### config.mk
export PLATFORM = sky130hd
export DESIGN_NAME = html_signed_integer_parser_core
export DESIGN_NICKNAME = d
export VERILOG_FILES = /design/src/hdl/hsip_pkg.sv /design/src/hdl/html_signed_integer_parser_core.sv /design/src/hdl/hsip_parse.sv
export SDC_FILE = /design/constraint.sdc
export NUM_CORES = 1
export LEC_CHECK = 0
export BUFFER_PORTS_ARGS = -buffer_cell sky130_fd_sc_hd__buf_4
export CORE_MARGIN = 2
export CORE_UTILIZATION = 58
export DETAILED_ROUTE_END_ITERATION = 16
export PLACE_DENSITY = 0.76
export SYNTH_ARGS = -nofsm -noshare
export SYNTH_HDL_FRONTEND = slang
export SYNTH_SLANG_ARGS = --single-unit
### constraint.sdc
create_clock -name clk -period 9.8 [get_ports clk]
set_input_delay 1.47 -clock clk [delete_from_list [all_inputs] [get_ports clk]]
set_output_delay 1.47 -clock clk [all_outputs]
set_load 0.01 [all_outputs]
### src/hdl/hsip_pkg.sv
package hsip_pkg;

  localparam int MAX_LEN_DEFAULT = 4096;
  localparam int RUN_W = 13;

  localparam logic [7:0] CHAR_SPACE = 8'h20;
  localparam logic [7:0] CHAR_TAB = 8'h09;
  localparam logic [7:0] CHAR_LF = 8'h0A;
  localparam logic [7:0] CHAR_FF = 8'h0C;
  localparam logic [7:0] CHAR_CR = 8'h0D;
  localparam logic [7:0] CHAR_MINUS = 8'h2D;
  localparam logic [7:0] CHAR_PLUS = 8'h2B;
  localparam logic [7:0] CHAR_ZERO = 8'h30;
  localparam logic [7:0] CHAR_NINE = 8'h39;

  // floor(2^63-1 / 10); largest magnitude that may still take another digit
  localparam logic [63:0] STEP_BASE = 64'd922337203685477580;
  localparam logic [3:0] POS_CUT = 4'd7;
  localparam logic [3:0] NEG_CUT = 4'd8;

  typedef struct packed {
    logic [7:0] text_byte;
    logic       has_byte;
    logic       last;
  } text_item_t;

  typedef struct packed {
    logic                 ok;
    logic                 is_negative;
    logic                 overflowed;
    logic signed [63:0]   number;
    logic [RUN_W-1:0]     run_offset;
    logic [RUN_W-1:0]     run_length;
  } result_item_t;

  // (limit - d) / 10 for limit 2^63-1 or 2^63, worked out from the remainders 7 and 8
  function automatic logic [63:0] step_limit(input logic [3:0] d, input logic minus);
    logic [3:0] cut;
    cut = minus ? NEG_CUT : POS_CUT;
    return (d > cut) ? (STEP_BASE - 64'd1) : STEP_BASE;
  endfunction

endpackage

### src/hdl/html_signed_integer_parser_core.sv
// channel   direction  handshake            payload
// text      in         text_valid/stall     hsip_pkg::text_item_t
// result    out        result_valid/stall   hsip_pkg::result_item_t
// cfg       in         cfg_valid/ready      cfg_data (non_negative_mode)
//
// one text item per cycle while text_stall is low; the digit step (limit compare
// and times-ten add on the magnitude register) finishes in the cycle the byte is taken
// a last item's result is registered in the output slot, or in the skid slot if held
// rst is synchronous and clears the parse state, the mode and both result slots
// results sit in an output register backed by a skid register; text_stall is
// high only while the skid register holds a result
module html_signed_integer_parser_core #(
  parameter int MAX_LEN = hsip_pkg::MAX_LEN_DEFAULT
) (
  input  logic                   clk,
  input  logic                   rst,
  input  logic                   text_valid,
  output logic                   text_stall,
  input  hsip_pkg::text_item_t   text_data,
  output logic                   result_valid,
  input  logic                   result_stall,
  output hsip_pkg::result_item_t result_data,
  input  logic                   cfg_valid,
  output logic                   cfg_ready,
  input  logic                   cfg_data
);

  logic                   non_negative_mode;
  logic                   take, push, pop;
  hsip_pkg::result_item_t result_new;
  hsip_pkg::result_item_t skid_data;
  logic                   skid_valid;

  assign cfg_ready = 1'b1;
  assign text_stall = skid_valid;
  assign take = text_valid && !text_stall;
  assign pop = result_valid && !result_stall;

  hsip_parse #(
    .MAX_LEN(MAX_LEN)
  ) u_parse (
    .clk               (clk),
    .rst               (rst),
    .take              (take),
    .item              (text_data),
    .non_negative_mode (non_negative_mode),
    .push              (push),
    .result            (result_new)
  );

  always_ff @(posedge clk) begin
    if (rst) begin
      non_negative_mode <= 1'b0;
    end else if (cfg_valid && cfg_ready) begin
      non_negative_mode <= cfg_data;
    end
  end

  always_ff @(posedge clk) begin
    if (rst) begin
      result_valid <= 1'b0;
      skid_valid <= 1'b0;
    end else if (result_valid && !pop) begin
      // output held; park a new result in the skid slot
      if (push) begin
        skid_valid <= 1'b1;
      end
    end else if (skid_valid) begin
      result_valid <= 1'b1;
      skid_valid <= 1'b0;
    end else begin
      result_valid <= push;
    end
  end

  always_ff @(posedge clk) begin
    if (result_valid && !pop) begin
      if (push) begin
        skid_data <= result_new;
      end
    end else if (skid_valid) begin
      result_data <= skid_data;
    end else if (push) begin
      result_data <= result_new;
    end
  end

endmodule

### src/hdl/hsip_parse.sv
module hsip_parse #(
  parameter int MAX_LEN = hsip_pkg::MAX_LEN_DEFAULT
) (
  input  logic                  clk,
  input  logic                  rst,
  input  logic                  take,
  input  hsip_pkg::text_item_t  item,
  input  logic                  non_negative_mode,
  output logic                  push,
  output hsip_pkg::result_item_t result
);

  localparam int POS_W = $clog2(MAX_LEN + 1);
  localparam int RUN_W = hsip_pkg::RUN_W;
  localparam logic [POS_W-1:0] POS_MAX = POS_W'(MAX_LEN);

  typedef enum logic [3:0] {
    PH_WS     = 4'b0001,
    PH_SIGN   = 4'b0010,
    PH_DIGITS = 4'b0100,
    PH_DONE   = 4'b1000
  } phase_t;

  phase_t             phase, phase_next, phase_adv;
  logic [POS_W-1:0]   byte_position, byte_position_next, pos_adv;
  logic [63:0]        magnitude, magnitude_next, mag_adv;
  logic               sign_minus, sign_minus_next, sign_adv;
  logic               overflow_flag, overflow_flag_next, ovf_adv;
  logic [POS_W-1:0]   first_digit_offset, first_digit_offset_next, fdo_adv;
  logic [POS_W-1:0]   digit_count, digit_count_next, dc_adv;
  logic               failed_flag, failed_flag_next, failed_adv;

  logic [7:0]         b;
  logic [3:0]         d;
  logic               is_digit, is_space, take_dig, all_zero;
  logic               parsed, zero_adv, ok;
  logic [63:0]        signed_val;
  logic [POS_W+RUN_W-1:0] ofs_ext, len_ext;

  assign b = item.text_byte;
  assign d = b[3:0];
  assign is_digit = (b >= hsip_pkg::CHAR_ZERO) && (b <= hsip_pkg::CHAR_NINE);
  assign is_space = (b == hsip_pkg::CHAR_SPACE) || (b == hsip_pkg::CHAR_TAB) ||
                    (b == hsip_pkg::CHAR_LF) || (b == hsip_pkg::CHAR_FF) ||
                    (b == hsip_pkg::CHAR_CR);
  assign all_zero = (magnitude == 64'd0) && !overflow_flag;

  // state after the byte of this item
  always_comb begin
    phase_adv = phase;
    pos_adv = byte_position;
    mag_adv = magnitude;
    sign_adv = sign_minus;
    ovf_adv = overflow_flag;
    fdo_adv = first_digit_offset;
    dc_adv = digit_count;
    failed_adv = failed_flag;
    take_dig = 1'b0;
    if (item.has_byte) begin
      unique case (phase)
        PH_WS: begin
          priority if (is_space) begin
          end else if (b == hsip_pkg::CHAR_MINUS) begin
            sign_adv = 1'b1;
            phase_adv = PH_SIGN;
          end else if (b == hsip_pkg::CHAR_PLUS) begin
            phase_adv = PH_SIGN;
          end else if (is_digit) begin
            take_dig = 1'b1;
            phase_adv = PH_DIGITS;
          end else begin
            failed_adv = 1'b1;
            phase_adv = PH_DONE;
          end
        end
        PH_SIGN: begin
          if (is_digit) begin
            take_dig = 1'b1;
            phase_adv = PH_DIGITS;
          end else begin
            failed_adv = 1'b1;
            phase_adv = PH_DONE;
          end
        end
        PH_DIGITS: begin
          if (is_digit) begin
            take_dig = 1'b1;
          end else begin
            phase_adv = PH_DONE;
          end
        end
        PH_DONE: begin
        end
        default: begin
        end
      endcase
      if (byte_position < POS_MAX) begin
        pos_adv = byte_position + POS_W'(1);
      end
    end
    if (take_dig) begin
      // a leading zero is replaced by the digit after it
      if (digit_count == '0 || (all_zero && digit_count == POS_W'(1))) begin
        fdo_adv = byte_position;
        dc_adv = POS_W'(1);
      end else if (digit_count < POS_MAX) begin
        dc_adv = digit_count + POS_W'(1);
      end
      if (!overflow_flag) begin
        if (magnitude > hsip_pkg::step_limit(d, sign_minus)) begin
          ovf_adv = 1'b1;
        end else begin
          mag_adv = (magnitude << 3) + (magnitude << 1) + {60'd0, d};
        end
      end
    end
  end

  always_comb begin
    parsed = (phase_adv == PH_DIGITS) || (phase_adv == PH_DONE && !failed_adv);
    zero_adv = (mag_adv == 64'd0) && !ovf_adv;
    ok = parsed && !(non_negative_mode && sign_adv && !zero_adv);
    signed_val = sign_adv ? (64'd0 - mag_adv) : mag_adv;
    ofs_ext = {{RUN_W{1'b0}}, fdo_adv};
    len_ext = {{RUN_W{1'b0}}, dc_adv};
    result.ok = ok;
    result.is_negative = sign_adv;
    result.overflowed = parsed && ovf_adv;
    result.number = (ok && !ovf_adv) ? $signed(signed_val) : 64'sd0;
    result.run_offset = parsed ? ofs_ext[RUN_W-1:0] : '0;
    result.run_length = parsed ? len_ext[RUN_W-1:0] : '0;
  end

  assign push = take && item.last;

  always_comb begin
    phase_next = phase;
    byte_position_next = byte_position;
    magnitude_next = magnitude;
    sign_minus_next = sign_minus;
    overflow_flag_next = overflow_flag;
    first_digit_offset_next = first_digit_offset;
    digit_count_next = digit_count;
    failed_flag_next = failed_flag;
    if (take) begin
      if (item.last) begin
        phase_next = PH_WS;
        byte_position_next = '0;
        magnitude_next = 64'd0;
        sign_minus_next = 1'b0;
        overflow_flag_next = 1'b0;
        first_digit_offset_next = '0;
        digit_count_next = '0;
        failed_flag_next = 1'b0;
      end else begin
        phase_next = phase_adv;
        byte_position_next = pos_adv;
        magnitude_next = mag_adv;
        sign_minus_next = sign_adv;
        overflow_flag_next = ovf_adv;
        first_digit_offset_next = fdo_adv;
        digit_count_next = dc_adv;
        failed_flag_next = failed_adv;
      end
    end
  end

  always_ff @(posedge clk) begin
    if (rst) begin
      phase <= PH_WS;
      byte_position <= '0;
      magnitude <= 64'd0;
      sign_minus <= 1'b0;
      overflow_flag <= 1'b0;
      first_digit_offset <= '0;
      digit_count <= '0;
      failed_flag <= 1'b0;
    end else begin
      phase <= phase_next;
      byte_position <= byte_position_next;
      magnitude <= magnitude_next;
      sign_minus <= sign_minus_next;
      overflow_flag <= overflow_flag_next;
      first_digit_offset <= first_digit_offset_next;
      digit_count <= digit_count_next;
      failed_flag <= failed_flag_next;
    end
  end

endmodule
======== Word level (Yosys, flattened, before mapping) ========
Index checks and enable logic that the tools add are counted.
cells by class
  magnitude comparators ................... 6
  muxes and demuxes ....................... 53
  equality and inequality tests ........... 13
  add/subtract/negate cells ............... 5
  bitwise logic cells ..................... 1
  reduce and logical (&&, ||, !) cells .... 39
operators with widths
  cell                                                                               number
  64-bit 2-to-1 mux                                                                  6
  93-bit 2-to-1 mux                                                                  2
  13-bit 2-to-1 mux                                                                  12
  64-bit zero test                                                                   2
  64-bit by 4-bit adder with 64-bit output                                           1
  64-bit adder                                                                       1
  64-bit greater-than comparator                                                     1
  1-bit by 64-bit subtractor with 64-bit output (first input constant)               1
  8-bit by 4-bit == test with 1-bit output (second input constant)                   4
  4-bit 2-to-1 mux                                                                   8
  13-bit by 1-bit adder with 13-bit output (second input constant)                   2
  13-bit < comparator (second input constant)                                        2
  8-bit by 6-bit == test with 1-bit output (second input constant)                   3
  1-bit 2-to-1 mux                                                                   21
  1-bit logical AND                                                                  14
  13-bit by 1-bit == test with 1-bit output (second input constant)                  1
  13-bit zero test                                                                   1
  4-bit one-hot mux with 3 select lines                                              1
  4-bit by 3-bit == test with 1-bit output (second input constant)                   2
  8-bit by 6-bit >= comparator with 1-bit output (second input constant)             1
  8-bit by 6-bit less-or-equal comparator with 1-bit output (second input constant)  1
  1-bit zero test                                                                    8
  1-bit logical OR                                                                   6
  2-bit nonzero test                                                                 3
  other kinds (10)                                                                   13
word-level totals
  output and inout bits ................... 96
  logic and storage cells ................. 140
  flip-flop bits (word level) ............. 299
  input bits .............................. 16

======== Depth between registers and ports, before layout ========
Gate-level depths: netlist of run 1.
  word-level depth ........................ 19
  mapped depth ............................ 35

======== Modules after synthesis ========
From an unflattened synthesis of run 1, not the netlist that was laid out.
unflattened totals
  cells, all modules ...................... 2282
  area, all modules ....................... 21005.1 µm²
by module, submodules not included
  module                           cells each  times used  area each (µm²)  seq. area each (µm²)
  hsip_parse                       1978        1           13969.6          2202.1
  html_signed_integer_parser_core  304         1           7035.5           5645.4

======== Least setup slack after synthesis of run 1 ========
Ideal clock, no wire load.
  kind .................................... input to register
  start ................................... in text_data[2] in the netlist's numbering
  end ..................................... reg result_data[73] in the netlist's numbering, data pin
  buffers on the path ..................... 7
  required time ........................... 9.655 ns
  data arrival time ....................... 7.605 ns
  stages .................................. 33
  slack ................................... 2.050 ns
  cell sequence ........................... clkbuf_1 inv_1 ha_1 nor2b_1 o21ai_0 nand2b_1 a21oi_1 a41o_1 ha_1 nor2b_1 o211ai_1 a211oi_1 a311o_1 a211o_1 nand2b_1 buf_4 clkbuf_1 clkbuf_1 buf_1 nor2_1 a21oi_1 ha_1 clkbuf_1 nand3_1 or3_1 nor2_1 a31oi_1 or3_1 nor4_4 a31oi_2 or2_1 buf_6 o21ai_1
between the ends
  cells in the longest elaborated chain, start to end .. 19
  elaborated cells on any way between the ends .. 66
  classes of those cells .................. add/sub: 2; order compare: 4; eq/ne: 9; mux: 34; reduce/logical: 17
ends and longest elaborated chain
  element                                                                  RTL line                               source
  from (decl)                                                              html_signed_integer_parser_core.sv:19  input hsip_pkg::text_item_t text_data,
  branches (longest 16 deep; another with 64-bit greater-than comparator)  -
  64-bit 2-to-1 mux *                                                      hsip_parse.sv:129                      result.number = (ok && !ovf_adv) ? $signed(signed_val) : 64'sd0;
  93-bit 2-to-1 mux *                                                      html_signed_integer_parser_core.sv:83  end else if (push) begin
  93-bit 2-to-1 mux *                                                      html_signed_integer_parser_core.sv:81  end else if (skid_valid) begin
  to (signal assigned)                                                     html_signed_integer_parser_core.sv:82  result_data <= skid_data;
  to (signal assigned)                                                     html_signed_integer_parser_core.sv:84  result_data <= result_new;
  to (decl)                                                                html_signed_integer_parser_core.sv:22  output hsip_pkg::result_item_t result_data,
Mark *: on every way between the ends. The select of a mux whose other input is x is not followed.
A chain may end at the register's enable or synchronous reset.

======== Worst setup path in the final report of run 1 ========
  start ................................... in text_data[3] in the netlist's numbering
  end ..................................... reg result_data[48] in the netlist's numbering, data pin
Same word-level chain as after synthesis.

==> metrics.log, run 1 <==
INFO  metric detail_route.drc_violations = 0
INFO  metric critical_path.endpoint_type = register
INFO  metric viasPerCell = 6.673
INFO  metric wire_length_of_the_first_global_routing_pass = between 100000 and 150000 µm
INFO  metric numCtsBuffers = 29
INFO  metric synth.yosys.seq_area_share = 36.70%
INFO  metric grt_antenna_before_repair = 0
INFO  metric worstReg2RegStart = u_parse.sign_minus
INFO  metric place.gp.congestion = between 0.9 and 1
INFO  metric maxClockFrequency = about 130 MHz
INFO  metric final_nets = about 2700
INFO  metric cellPowerDensity = 118.2 nW/µm²
INFO  metric layout_commonest_cell = nor2_1
INFO  metric synth_fp_nets = about 2700
INFO  metric worst-path-buf-inv = 2
INFO  metric rsz0062_at_grt = false
INFO  metric slew_worst_pin = between 1 and 1.5 ns
INFO  metric final.setup_skew = between 0.03 and 0.04 ns
INFO  metric rrSetupSlack = roughly 2.8 ns
INFO  metric cp_top_family = compound AO/OA/AOI/OAI gates
INFO  metric floorplan.initialDensity = 58.70%
INFO  metric worst_ep_required_time = ~10 ns
INFO  metric layout_common_cells = nor2_1 (356), nand2_1 (299), a21oi_1 (192)
INFO  metric syn2layout_area_growth = 9.367%
INFO  metric synth-edff-count = ~190
INFO  metric total_count_of_hold_check_failures_in_the_final_report = 0
INFO  metric drv.max_cap_violation_count = 0
INFO  metric routed_wire_length_per_instance = between 20 and 25 µm
INFO  metric peakVddDrop = between 0.1 and 0.15 mV
INFO  metric total_of_cells_resized_after_clock_tree_synthesis = 0
INFO  metric critical_path.endpoint = result_data[48]
INFO  metric fill_cells = 3059
INFO  metric cts_hold_buffers = 0
INFO  metric synth.yosys.warnings = 0
INFO  metric slowest_stage = or3_1
INFO  metric post_cts.repair.setup_buffers = 0
INFO  metric final_core_util = ~64%
INFO  metric detail_route.first_pass.iterations = 6
INFO  metric design.core.area = ~36000 µm²
INFO  metric cts_tree = built
INFO  metric min-delay-path-class = register to register
INFO  metric critical_path.startpoint_type = primary input
INFO  metric ys_async_sr_fraction = 0%
INFO  metric timing.critical_path.arrival = 7.97 ns
INFO  metric grt_start_max_net_pins = between 90 and 100
INFO  metric final.min_clock_period = 7.621 ns
INFO  metric total_die_area = between 30000 and 40000 µm²
INFO  metric initialDrtViolationCount = around 2200
INFO  metric worst_path_largest_cell_delay = 0.48 ns
INFO  metric ant_nets = 0
INFO  metric place.port_buffers = 110
INFO  metric postSynthAreaPerCell = ~8.4 µm²
INFO  metric cts.clk_slew.worst_paths = approximately 0.06 ns
INFO  metric first_global_vias = approximately 19000
INFO  metric timing_worst_setup_path_type = primary input to register
INFO  metric numClockSinks = 299
INFO  metric crit_path_start = text_data[3]
INFO  metric timing_max_transition_violations_final = 0
INFO  metric synthDistinctLibCells = 97
INFO  metric detail_route.wirelength = ~70000 µm
INFO  metric syn_area = roughly 21000 µm²
INFO  metric fp.dieW = between 150 and 200 µm
INFO  metric slew-limit-headroom = between 8 and 9%
INFO  metric worstSkewPairLatency = around 0.58 ns
INFO  metric power.static_leakage = between 8 and 9 nW
INFO  metric area.sequential = between 7000 and 8000 µm²
INFO  metric period_share = between 70% and 80%
INFO  metric critical_path_depth = 26
INFO  metric setup_total_negative_slack = 0 ns
INFO  metric total_vias_in_the_final_route = 20310
INFO  metric multi_input_area = about 13000 µm²
INFO  metric finalSetupViolations = 0
INFO  metric final_layout_size_suffix_gt1_share = 9.783%
INFO  metric crit_top_cell = ha_1
INFO  metric grt_remaining_overflow = 0
INFO  metric number_of_cells_produced_by_synthesis = around 2500
INFO  metric ff2ff_path_depth = 25
INFO  metric synth_flop_cell = edfxtp_1
INFO  metric io_pins = 112
INFO  metric worst-path-max-fanout = 89
INFO  metric ys_ff_latch = 299
INFO  metric core.rowCount = 70
INFO  metric cts-root-to-sink-buffers = 3
INFO  metric gr-usage-all-layers = between 30% and 40%
INFO  metric status = completed
INFO  metric clock_tree.htree_level_count = 1
INFO  metric antenna-diode-count = 0
INFO  metric critical_path.reg2reg.endpoint = result_data[48]
INFO  metric clk_root_buffer_cell = clkbuf_16
INFO  metric place.detailed.hpwl = 51660 µm
INFO  metric die-height = just under 200 µm
cell type report:
cell class	count	share of cell area, %
timing repair buffer	131	4.205
clock inverter	22	1.091
inverter	39	0.6259
clock buffer	32	3.279
tap	468	2.504
multi-input combinational	2053	54.73
sequential	299	33.57
per-stage QoR:
stage               power [mW]  instance area [µm²]  hold slack [ns]  std cells  worst slack [ns]
floorplan                1.520                21390           0.4515       2539             2.050
global placement         1.584                22370           0.4777       2990             2.012
detailed placement       1.587                22370           0.4818       2990             1.783
CTS                      2.771                23390           0.4975       3044             2.362
global route             2.833                23390           0.5097       3044             1.692
finish                   2.764                23390           0.4979       3044             2.179
layer usage:
layer	GRT usage [%]	wire, µm
met4	11.64	2288
met5	0	0
met3	4.195	6365
met2	55.46	30510
met1	51.02	29960
flip-flops by register name, indices dropped and copies added, names as in the netlist:
| signal | cells |
|---|---|
| non_negative_mode | 1 |
| result_data | 93 |
| result_valid | 1 |
| skid_data | 93 |
| text_stall | 1 |
| u_parse.byte_position | 13 |
| u_parse.digit_count | 13 |
| u_parse.failed_flag | 1 |
| u_parse.first_digit_offset | 13 |
| u_parse.magnitude | 64 |
| u_parse.overflow_flag | 1 |
| u_parse.phase | 4 |
| u_parse.sign_minus | 1 |
worst min path at each step:
| stage | startpoint | to | slack [ns] | cells after the start |
|---|---|---|---|---|
| 2_1_floorplan | non_negative_mode | non_negative_mode | 0.45 | 2 |
| 3_3_place_gp | u_parse.first_digit_offset[10] | u_parse.first_digit_offset[10] | 0.48 | 2 |
| 3_5_place_dp | u_parse.first_digit_offset[10] | u_parse.first_digit_offset[10] | 0.48 | 2 |
| 4_1_cts | u_parse.failed_flag | u_parse.failed_flag | 0.50 | 2 |
| 5_1_grt | u_parse.failed_flag | u_parse.failed_flag | 0.51 | 2 |
| 6_report | u_parse.first_digit_offset[9] | u_parse.first_digit_offset[9] | 0.50 | 2 |
synth_stat cells, types with 16 or more instances:
cell      instances  area [µm²]
nor2_1          359        1348
nand2_1         299        1122
a21oi_1         194       970.9
edfxtp_1        186        5585
ha_1            134        1677
o21ai_0         131       655.6
dfxtp_1         113        2262
clkbuf_1        110       412.9
o31ai_1          84       630.6
xor2_1           60       525.5
nand4_1          59       369.1
a22oi_1          56       420.4
nor3_1           56       280.3
xnor2_1          54       473.0
nand3_1          51       255.2
mux2i_1          43       430.4
inv_1            39       146.4
or3_1            34       212.7
nor4_1           33       206.5
a21o_1           32       240.2
a31oi_1          28       175.2
and2_1           21       131.4
a211oi_1         19       142.6
o21a_1           18       135.1
or2_2            18       112.6
or4_1            16       120.1
cell families (layout without fill, tap and decap cells):
kind of cell / after synthesis / after routing / synth area share, %
AND/OR/NAND/NOR: 1044 / 1044 / 23.06
AO/OA/AOI/OAI: 710 / 710 / 21.57
flip-flops: 299 / 299 / 36.70
buffers and inverters: 187 / 224 / 3.698
adder cells (fa/ha/maj): 137 / 137 / 8.074
XOR/XNOR: 114 / 114 / 4.669
multiplexers: 47 / 47 / 2.223
other: 1 / 1 / 0.01754
power breakdown:
group	leakage, nW	switching (mW)	total (mW)	internal [mW]
sequential	2.61	0.0107	1.36	1.35
combinational	5.69	0.147	0.203	0.0560
clock	0.494	0.502	1.20	0.699
total	8.80	0.660	2.76	2.10
worst min-delay path, cell delays in order, from the launching register on:
cell and delay [ns]:
dfxtp_1 0.33, a22oi_1 0.06, nor2_1 0.07
Power figures use the tool's default switching activity.
==> run 2: changes to the inputs <==
==> constraint.sdc (replaced) <==
create_clock -name clk -period 7.5 [get_ports clk]
set_input_delay 1.125 -clock clk [delete_from_list [all_inputs] [get_ports clk]]
set_output_delay 1.125 -clock clk [all_outputs]
set_load 0.01 [all_outputs]
==> run 2 against run 1 <==
Global-route usage down 0.33 points. Clock skew down 0.015 ns. Die area unchanged. Register-to-register slack worse by 1.8 ns. Sequential power up 31%. Critical path type unchanged. Largest cell class unchanged.
==> metrics.log, run 2 (synthesized netlist as in run 1, its figures left out) <==
INFO  metric final_nets = roughly 2700
INFO  metric post_cts.repair.setup_buffers = 0
INFO  metric finalSetupViolations = 0
INFO  metric internal_power = approximately 2.7 mW
INFO  metric grt_antenna_before_repair = 0
INFO  metric antenna-diode-count = 0
INFO  metric first_global_vias = about 19000
INFO  metric timing_max_transition_violations_final = 0
INFO  metric worst_ep_required_time = 7.89 ns
INFO  metric finalHoldWorstSlack = around 0.50 ns
INFO  metric seqPwrFrac = between 50% and 60%
INFO  metric io_pins = approximately 110
INFO  metric routed_wire_length_per_instance = 22.51 µm
INFO  metric maxClockFrequency = 148.1 MHz
INFO  metric place.detailed.hpwl = between 50000 and 60000 µm
INFO  metric status = completed
INFO  metric viasPerCell = about 6.6
INFO  metric detail_route.drc_violations = 0
INFO  metric worst-path-max-fanout = 20
INFO  metric p_comb_share = under 10%
INFO  metric cts_hold_buffers = 0
INFO  metric peakVddDrop = about 0.16 mV
INFO  metric layout_common_cells = nor2_1 (356), nand2_1 (299), a21oi_1 (192)
INFO  metric worstSkewPairLatency = around 0.57 ns
INFO  metric design_power_total = approximately 3.5 mW
INFO  metric cts_tree = built
INFO  metric core.rowCount = 70
INFO  metric grt_start_max_net_pins = about 110
INFO  metric timing.critical_path.arrival = around 7 ns
INFO  metric detail_route.wirelength = between 60000 and 70000 µm
INFO  metric final_layout_size_suffix_gt1_share = roughly a tenth
INFO  metric rsz0062_at_grt = false
INFO  metric power_switching = ~840 µW
INFO  metric detail_route.first_pass.iterations = 6
INFO  metric cts-root-to-sink-buffers = 3
INFO  metric grt_remaining_overflow = 0
INFO  metric power.static_leakage = ~9 nW
INFO  metric min-delay-path-class = register to register
INFO  metric numClockSinks = approximately 300
INFO  metric cts.clk_slew.worst_paths = ~0.060 ns
INFO  metric clock_tree.htree_level_count = 1
INFO  metric place.gp.congestion = approximately 0.99
INFO  metric cellPowerDensity = approximately 150 nW/µm²
INFO  metric fp.dieW = between 150 and 200 µm
INFO  metric total_die_area = roughly 38000 µm²
INFO  metric numCtsBuffers = 29
INFO  metric syn2layout_area_growth = 9.314%
INFO  metric initialDrtViolationCount = 2539
INFO  metric wire_length_of_the_first_global_routing_pass = around 110000 µm
INFO  metric total_count_of_hold_check_failures_in_the_final_report = 0
INFO  metric setup_total_negative_slack = 0 ns
INFO  metric final.min_clock_period = roughly 6.8 ns
INFO  metric drv.max_cap_violation_count = 0
INFO  metric design.core.area = around 36000 µm²
INFO  metric timing_worst_setup_path_type = primary input to register
INFO  metric total_of_cells_resized_after_clock_tree_synthesis = 0
INFO  metric die-height = around 200 µm
INFO  metric largest_registers_in_the_final_layout = result_data x93, skid_data x93, u_parse.magnitude x64
INFO  metric clock_power_share = about two fifths
INFO  metric place.port_buffers = 110
INFO  metric switching_share = 23.90%
INFO  metric total_vias_in_the_final_route = just over 20000
INFO  metric floorplan.initialDensity = around three fifths
INFO  metric clk_root_buffer_cell = clkbuf_16
INFO  metric slew-limit-headroom = 16.60%
INFO  metric final.setup_skew = around 0.02 ns
INFO  metric critical_path.endpoint_type = register
INFO  metric period_share = 90.06%
INFO  metric slew_worst_pin = around 1.2 ns
INFO  metric ant_nets = 0
INFO  metric gr-usage-all-layers = about a third
INFO  metric critical_path.startpoint_type = primary input
INFO  metric layout_commonest_cell = nor2_1
[run 2: changes by cell type in the layout (fill, tap and decap cells not counted), sizes merged]
cell / previous run / this run
bufinv: 5 / 2
inv: 43 / 42
clkinv: 9 / 7
clkbuf: 32 / 39
clkinvlp: 4 / 3
buf: 131 / 139
[run 2: area by class of cell]
cell class	count	area (µm²)
inverters	39	146.4
repair buffers	139	1056
fillers	3168	13060
clock buffers	39	803.3
multi-input cells	2053	12800
flip-flops and latches	299	7851
clock inverters	15	135.1
well taps	468	585.6
[run 2: power groups by stage]
stage                     Clock [mW]  Sequential [mW]  Combinational, mW
after global routing            1.52             1.78              0.292
after detailed placement           0             1.81              0.267
after global placement             0             1.81              0.262
after floorplan                    0             1.82              0.165
final                           1.45             1.78              0.272
after CTS                       1.46             1.78              0.268
[run 2: worst paths after layout]
path,cells past startpoint,start,slack (ns),endpoint
hold reg to reg,2,u_parse.failed_flag,0.50,u_parse.failed_flag
setup / recovery,25,text_data[3],0.75,result_data[81]
hold / removal,2,u_parse.failed_flag,0.50,u_parse.failed_flag
setup reg to reg,24,u_parse.sign_minus,1.08,result_data[81]
[run 2: routing by layer]
metal  global-route usage, %  vias to the layer above  share of wire [%]
li1                        -                     9484                  -
met1                   51.27                     9639                 44
met2                   55.05                     1011                 44
met3                   3.610                      123                9.0
met4                   10.47                        0                3.1
met5                       0                        -                  0
[run 2: through the flow]
| stage | util, % | instance area [µm²] | worst slack [ns] | instances |
|---|---|---|---|---|
| 6_report | 64.16 | 23380 | 0.7455 | 3052 |
| 5_1_grt | 64.16 | 23380 | 0.4262 | 3052 |
| 4_1_cts | 64.16 | 23380 | 0.8629 | 3052 |
| 3_5_place_dp | 61.59 | 22440 | 0.2980 | 2998 |
| 3_3_place_gp | 61.59 | 22440 | 0.6458 | 2998 |
| 2_1_floorplan | - | 21390 | 0.09525 | 2539 |
[run 2: worst max-delay path, cell delays in order]
cell and delay (ns):
buf_4 0.14, ha_1 0.32, nor2b_1 0.14, o21ai_0 0.20, nand2b_1 0.10, a21oi_1 0.15, a41o_1 0.13, inv_1 0.06
ha_1 0.30, nand4_1 0.12, nor4_2 0.29, nand4_1 0.15, o21ai_1 0.34, nand2b_2 0.24, mux2i_1 0.28, ha_1 0.36
nand3_1 0.19, or3_1 0.43, nor2_1 0.10, a31oi_1 0.11, or3_1 0.48, nor4_4 0.34, a31oi_4 0.15, or2_1 0.60
o21ai_1 0.29
